===== src/rtl/rcwc_ram.sv =====
// ---------------------------------------------------------------------------
// Ray-cast generic RAM
// Single write port, single read port, read data registered.
// ---------------------------------------------------------------------------
`default_nettype none
module rcwc_ram #(
    parameter int WIDTH = 32,
    parameter int DEPTH = 16
) (
    input  wire logic                     i_clk,
    input  wire logic                     i_we,
    input  wire logic [$clog2(DEPTH)-1:0] i_waddr,
    input  wire logic [WIDTH-1:0]         i_wdata,
    input  wire logic [$clog2(DEPTH)-1:0] i_raddr,
    output logic      [WIDTH-1:0]         o_rdata
);
    logic [WIDTH-1:0] r_mem [DEPTH];

    always_ff @(posedge i_clk) begin
        if (i_we) r_mem[i_waddr] <= i_wdata;
        o_rdata <= r_mem[i_raddr];
    end
endmodule
`default_nettype wire


===== config.mk =====
export PLATFORM = sky130hd
export DESIGN_NAME = rcwc_ram
export DESIGN_NICKNAME = d
export VERILOG_FILES = /design/src/rtl/rcwc_ram.sv
export SDC_FILE = /design/constraint.sdc
export NUM_CORES = 1
export LEC_CHECK = 0
export ABC_CLOCK_PERIOD_IN_PS = 4500
export BUFFER_PORTS_ARGS = -buffer_cell sky130_fd_sc_hd__buf_2
export CORE_UTILIZATION = 55
export CTS_CLUSTER_SIZE = 40
export DETAILED_ROUTE_END_ITERATION = 8
export PLACE_DENSITY = 0.75
export SLEW_MARGIN = 10
export SYNTH_ARGS = -nofsm -noshare
export SYNTH_HDL_FRONTEND = slang
export SYNTH_SLANG_ARGS = --single-unit

===== constraint.sdc =====
create_clock -name i_clk -period 4.5 [get_ports i_clk]
set_input_delay 1.125 -clock i_clk [delete_from_list [all_inputs] [get_ports i_clk]]
set_output_delay 1.125 -clock i_clk [all_outputs]
set_load 0.03 [all_outputs]

==> results of run 1 <==
-- sequential cells by signal, summed over array words and instances (netlist names) --
signal / flops
r_mem: 512
o_rdata: 32
-- final timing paths --
path                           startpoint                      end  slack, ps
setup / recovery               i_waddr[2]  r_mem[11][23]$_DFFE_PP_       1940
hold / removal     r_mem[14][5]$_DFFE_PP_       o_rdata[5]$_DFF_P_        660
setup reg to reg  r_mem[10][31]$_DFFE_PP_      o_rdata[31]$_DFF_P_       3050
hold reg to reg    r_mem[14][5]$_DFFE_PP_       o_rdata[5]$_DFF_P_        660
-- power by group --
part           switching, mW  internal, mW
Clock                   1.76          2.41
Combinational          0.349         0.205
Sequential            0.0364          5.66
-- synth_stat cells (all sizes together) --
library cell	n
edfxtp	512
nand3	1
nor2b	2
and2	1
dfxtp	32
or3b	1
clkbuf	17
nand3b	2
buf	26
nand2b	2
a22oi	64
nand2	33
nor2	13
mux4	128
nor3	4
-- worst register-to-register path: stages, from the launching register on --
cell      delay [ps]
edfxtp_1         400
mux4_2           480
a22oi_1          250
nand2_1          170
-- per-layer routing --
metal	vias up	share of wire [%]	global-route usage, %
met1	4887	42	34.0
met5	-	0.032	0
li1	3791	-	-
met3	70	8.1	4.11
met4	2	2.0	6.30
met2	470	48	35.6
-- kinds of logic (layout without fill, tap and decap cells) --
| logic type | after synthesis | count (layout) | share of synthesized area [%] |
|---|---|---|---|
| flip-flops | 544 | 544 | 80.7 |
| multiplexers | 128 | 128 | 14.5 |
| AO/OA/AOI/OAI | 64 | 64 | 2.42 |
| AND/OR/NAND/NOR | 59 | 59 | 1.27 |
| buffers and inverters | 43 | 193 | 1.12 |
| other | 0 | 1 | 0 |
-- cell type report --
cell class,count,area share (%)
clock inverters,27,1.16
multi-input cells,251,16.6
clock buffers,65,6.01
repair buffers,101,2.82
well taps,461,2.55
diodes,1,0.0111
flip-flops and latches,544,70.9
-- cell usage in the layout, fill, tap and decap left out --
master	instances
buf_4	25
nand2_1	33
buf_2	71
nor2_4	13
clkbuf_1	11
nand2b_1	2
buf_12	4
bufinv_16	5
nor3_2	4
a22oi_1	64
diode_2	1
inv_6	1
clkinv_4	1
nor2b_4	2
or3b_2	1
clkinv_2	4
edfxtp_1	512
and2_2	1
nand3_1	1
dfxtp_1	32
mux4_2	128
clkbuf_8	4
clkbuf_16	51
nand3b_1	2
clkinv_1	12
clkinvlp_4	4
==> summary.md, run 1 <==
| Metric | Value |
|---|---|
| Outcome | complete, no violations |
| Register bit total from synthesis | 544 |
| Routed WL | 40.9 mm |
| WP data required | 4760 ps |
| DP HPWL | 20.9 mm |
| Util after Layout | 63.5% |
| Synth Cell Area | 19900 µm² |
| Hold Crit Depth | 3 |
| R2R depth | 3 |
| Clock sinks | 544 |
| Finished layout cell area | 22600 µm² |
| Max-slew violations | 0 |
| Via count | 9220 |
| Layout cell share with drive strength beyond 1 | 32.3% |
| RSZ-0062 raised after global routing | no |
| Synth-to-layout area growth | 13.8% |
| Pwr Total | 10.4 mW |
| Worst vdd ir | 437 µV |
| CTS buffer count | 51 |
| Final worst slack | 1940 ps |
| Dpl cell area | 21000 µm² |
| Max Cap Viol | 0 |
| Starting Density | 55.8% |
| Detail Route Antenna Nets | 0 |
| Register Area | 16000 µm² |
| Die height | 192 µm |
| Gate Count Post-Synth | 838 |
| Critical path class | in2reg |
| First-pass GRT wire length | 59.7 mm |
| Synth cell types | 18 |
| Clock transition at path regs | 60 ps |
| Die Area | 36900 µm² |
| Post-Syn Nets | 880 |
| Final-report setup violation count | 0 |
| Number of cell rows | 69 |
| Routed length per instance | 28.2 µm |
| Delay of the slowest cell on the worst path | 830 ps |
| Clk_lat worst skew | 560 ps |
| CTS Hold Bufs | 0 |
| Crit-path max FO | 22 |
| Dpl ws | 1370 ps |
| Die Wd | 192 µm |
| Hold crit path type | reg2reg |
| Vias in the first global route | 9266 |
| Fmax | 0.391 GHz |
| Largest net degree at the start of global routing | 56 |
| Hold Violations, Final | 0 |
| CP Depth | 4 |
| Part of the cycle the worst path needs | 56.9% |
| CTS tree | built |
| Grt ovf | 0 |
| CP Capture Type | flip-flop |
| Hold Slack | 664 ps |
| Avg Inst Size Synth | 23.7 µm² |
| Top post-synthesis cells by area | edfxtp_1 77%, mux4_2 15%, dfxtp_1 3.2%, a22oi_1 2.4%, nand2_1 0.62% |
| Cell taking the most area after synthesis | edfxtp_1 |
| Slowest stage cell on the critical path | nor2_4 |
| Register area share after synthesis | 80.7% |
| DR pass1 iterations | 5 |
| Clock Skew | 6.85 ps |
| Relative slew slack | 32.1% |
| GRT Total Usage | 22.9% |
| H-tree levels | 2 |
| Power Dens Cells | 462 nW/µm² |
| Yosys warns | 0 |
| Share of the synthesized area in the top cell type | 77.4% |
| Port Buffers | 73 |
| Startpoint types | input port |
| Gpl congestion | 0.724 |
| Top Ports | 74 |
| CORE AREA | 35600 µm² |
| DRC viols | 0 |
| Multi-input gate area | 3750 µm² |
| Buffers plus inverters on the worst setup path | 2 |
| Top delay family on crit path | simple AND/OR/NAND/NOR gates |
| Vias per Instance | 6.36 |
| Antenna violations before repair | 2 |
| Fill cells | 2328 |
| Setup TNS | 0 ps |
| Slew @ Worst Pin | 1020 ps |
| Nets | 991 |
| Initial drt markers | 935 |
| CTS Root Cell | clkbuf_16 |
| CP Cell Sequence | buf_2, nand3b_1, nor2_4, buf_4 |
| Leakage | 7.27 nW |
| Resized Gates After CTS | 0 |
| Critical path arrival | 2820 ps |
| Min Clock Period, post-route | 2560 ps |
| Clock Path Buffers | 3 |
| Placed insts | 1357 |
| Final Non-Filler Cells | 1450 |
| Post-CTS setup buffer count | 0 |
Note: power is estimated with default switching activity, not from simulation.
==> run 2: changes to the inputs <==
ABC_CLOCK_PERIOD_IN_PS = 2300   (was 4500)
clock period = 2.3 ns   (was 4.5 ns; I/O delays follow)
==> summary.md, run 2 (synthesized netlist as in run 1, its figures left out) <==
| Metric | Value |
|---|---|
| WP data required | 1730 ps (-3030 ps) |
| Clock Power Share | 41.5% (+1.5 points) |
| Commonest non-fill, non-tap cells in the layout | 512 x edfxtp_1, 128 x mux4_2, 71 x buf_2, 64 x a22oi_1, 53 x clkbuf_16 |
| Critical path class | reg2out |
| Relative slew slack | 12.5% (-20 points) |
| Internal power | 16.8 mW (+100%) |
| Slew @ Worst Pin | 1310 ps (+291 ps) |
| CTS tree | built |
| Clock sinks | 544 (unchanged) |
| Vias per Instance | 6.25 (-1.8%) |
| Die Area | 36900 µm² (unchanged) |
| CP Cell Sequence | buf_2 |
| Net Switching | 4.29 mW (+100%) |
| Routing usage on met3 | 4.17% (+0.055 points) |
| Power Dens Cells | 902 nW/µm² (+95%) |
| Routed WL | 42.0 mm (+2.6%) |
| Min Clock Period, post-route | 1760 ps |
| GRT Total Usage | 23.7% (+0.78 points) |
| Slowest stage cell on the critical path | dfxtp_1 |
| Clock Skew | 24.0 ps (+17.1 ps) |
| Dpl cell area | 21600 µm² (+2.8%) |
| Most Crowded Layer GR | met2 |
| DRC viols | 0 (unchanged) |
| Port Buffers | 73 (unchanged) |
| Clock Path Buffers | 3 (unchanged) |
| Top Ports | 74 (unchanged) |
| Max-slew violations | 0 (unchanged) |
| Largest net degree at the start of global routing | 47 (-16%) |
| Part of the cycle the worst path needs | 76.7% |
| Worst vdd ir | 813 µV (+86%) |
| Hold crit path type | in2reg |
| CP Launch Point | o_rdata[16]$_DFF_P_ |
| CTS Root Cell | clkbuf_16 |
| Fmax | 0.567 GHz |
| Buffers plus inverters on the worst setup path | 1 (-1) |
| Critical path arrival | 1190 ps (-1630 ps) |
| Startpoint types | flip-flop |
| Layout cell share with drive strength beyond 1 | 34.8% (+2.5 points) |
| Starting Density | 55.8% (unchanged) |
| Finished layout cell area | 23300 µm² (+3.3%) |
| H-tree levels | 2 (unchanged) |
| Delay of the slowest cell on the worst path | 400 ps (-430 ps) |
| Crit path to | o_rdata[16] |
| Gpl congestion | 0.728 (+0.59%) |
| RSZ-0062 raised after global routing | no |
| Net Sw Frac | 20.4% (-0.21 points) |
| Clk_lat worst skew | 580 ps (+20 ps) |
| CP Depth | 1 (-3) |
| Setup TNS | 0 ps (unchanged) |
| Largest registers | r_mem (512), o_rdata (32) |
| Number of cell rows | 69 (unchanged) |
| Top reg by flops | r_mem |
| First-pass GRT wire length | 61.5 mm (+3.1%) |
| Top delay family on crit path | flip-flops |
| Grt ovf | 0 (unchanged) |
| Post-CTS setup buffer count | 0 (unchanged) |
| Hold Violations, Final | 0 (unchanged) |
| Crit-path max FO | 1 (-95%) |
| CTS buffer count | 52 (+2.0%) |
| CP Capture Type | output port |
| DP HPWL | 22.7 mm (+8.6%) |
| Die Wd | 192 µm (unchanged) |
| Most common cell after layout, fill and taps aside | edfxtp_1 |
| Reg2reg setup slack | 960 ps (-2090 ps) |
| Origin of the critical flop-to-flop path | r_mem[10][0]$_DFFE_PP_ |
| Clock transition at path regs | 60 ps (about the same) |
| Via count | 9289 (+0.75%) |
| Combinational share of power | 5.5% (+0.2 points) |
| R2R depth | 3 (unchanged) |
| CORE AREA | 35600 µm² (unchanged) |
| Max FFs per register | 512 (unchanged) |
| Max Cap Viol | 0 (unchanged) |
| Register share of total power | 53.0% (-1.6 points) |
| Routed length per instance | 28.2 µm (about the same) |
| DR pass1 iterations | 5 (unchanged) |
| CTS Hold Bufs | 0 (unchanged) |
| Detail Route Antenna Nets | 0 (unchanged) |
| Met2 Use GR | 38.5% (+3.0 points) |
| Vias in the first global route | 9652 (+4.2%) |
| Antenna violations before repair | 7 (+5) |
| Nets | 1021 (+3.0%) |
| Leakage | 7.60 nW (+4.6%) |
| Die height | 192 µm (unchanged) |
| Final-report setup violation count | 0 (unchanged) |
| Met1 GRT Util | 33.0% (-0.99 points) |
| Resized Gates After CTS | 0 (unchanged) |
| Synth-to-layout area growth | 17.6% |
| Outcome | complete, no violations |
| Initial drt markers | 880 (-5.9%) |
| RR Endpoint | o_rdata[0]$_DFF_P_ |
==> run 2: changes by cell type in the layout (fill, tap and decap cells not counted), moves of 2 or more <==
| cell | before | now |
|---|---|---|
| buf_12 | 4 | 32 |
| bufinv_16 | 5 | 8 |
| clkbuf_16 | 51 | 53 |
| clkinv_1 | 12 | 8 |
| clkinv_2 | 4 | 8 |
| diode_2 | 1 | 4 |
| nor3_2 | 4 | 0 |
| nor3_4 | 0 | 4 |
==> run 2: power groups by stage <==
stage / registers (mW) / clock network [mW] / logic [mW]
finish: 11.2 / 8.74 / 1.15
global route: 11.2 / 9.22 / 1.23
floorplan: 11.5 / 0 / 0.535
global placement: 11.4 / 0 / 1.12
detailed placement: 11.4 / 0 / 1.15
CTS: 11.2 / 8.84 / 1.16
==> run 2: how the worst min path moves through the flow <==
| stage | slack (ps) | depth (start not counted) | end | from |
|---|---|---|---|---|
| finish | 360 | 1 | r_mem[12][8]$_DFFE_PP_ | i_wdata[8] |
| global placement | 650 | 3 | o_rdata[13]$_DFF_P_ | r_mem[12][13]$_DFFE_PP_ |
| floorplan | 630 | 3 | o_rdata[0]$_DFF_P_ | r_mem[14][0]$_DFFE_PP_ |
| detailed placement | 660 | 3 | o_rdata[15]$_DFF_P_ | r_mem[12][15]$_DFFE_PP_ |
| global route | 360 | 1 | r_mem[9][7]$_DFFE_PP_ | i_wdata[7] |
| CTS | 340 | 1 | r_mem[12][8]$_DFFE_PP_ | i_wdata[8] |
==> run 2: final cells by class <==
cell class,count,area [µm²]
Tap cell,461,577
Sequential cell,544,16000
Fill cell,2231,12200
Antenna cell,4,10.0
Clock inverter,29,350
Multi-Input combinational cell,251,3780
Timing Repair Buffer,130,1200
Clock buffer,68,1410
==> run 2: through the flow <==
stage               utilization, %  setup WS (ps)  hold WS, ps  total power [mW]  std cells
finish                        65.6            535          364              21.1       1487
global route                  65.6            488          360              21.6       1486
floorplan                        -           -303          635              12.0        838
CTS                           65.6            490          340              21.2       1483
detailed placement            60.7           75.0          657              12.5       1386
global placement              60.7            190          645              12.5       1386
==> run 2: per-layer routing <==
| metal | vias to the layer above | part of all wire [%] |
|---|---|---|
| li1 | 3876 | - |
| met1 | 4898 | 40 |
| met2 | 423 | 50 |
| met3 | 86 | 7.8 |
| met4 | 6 | 2.4 |
| met5 | - | 0.088 |
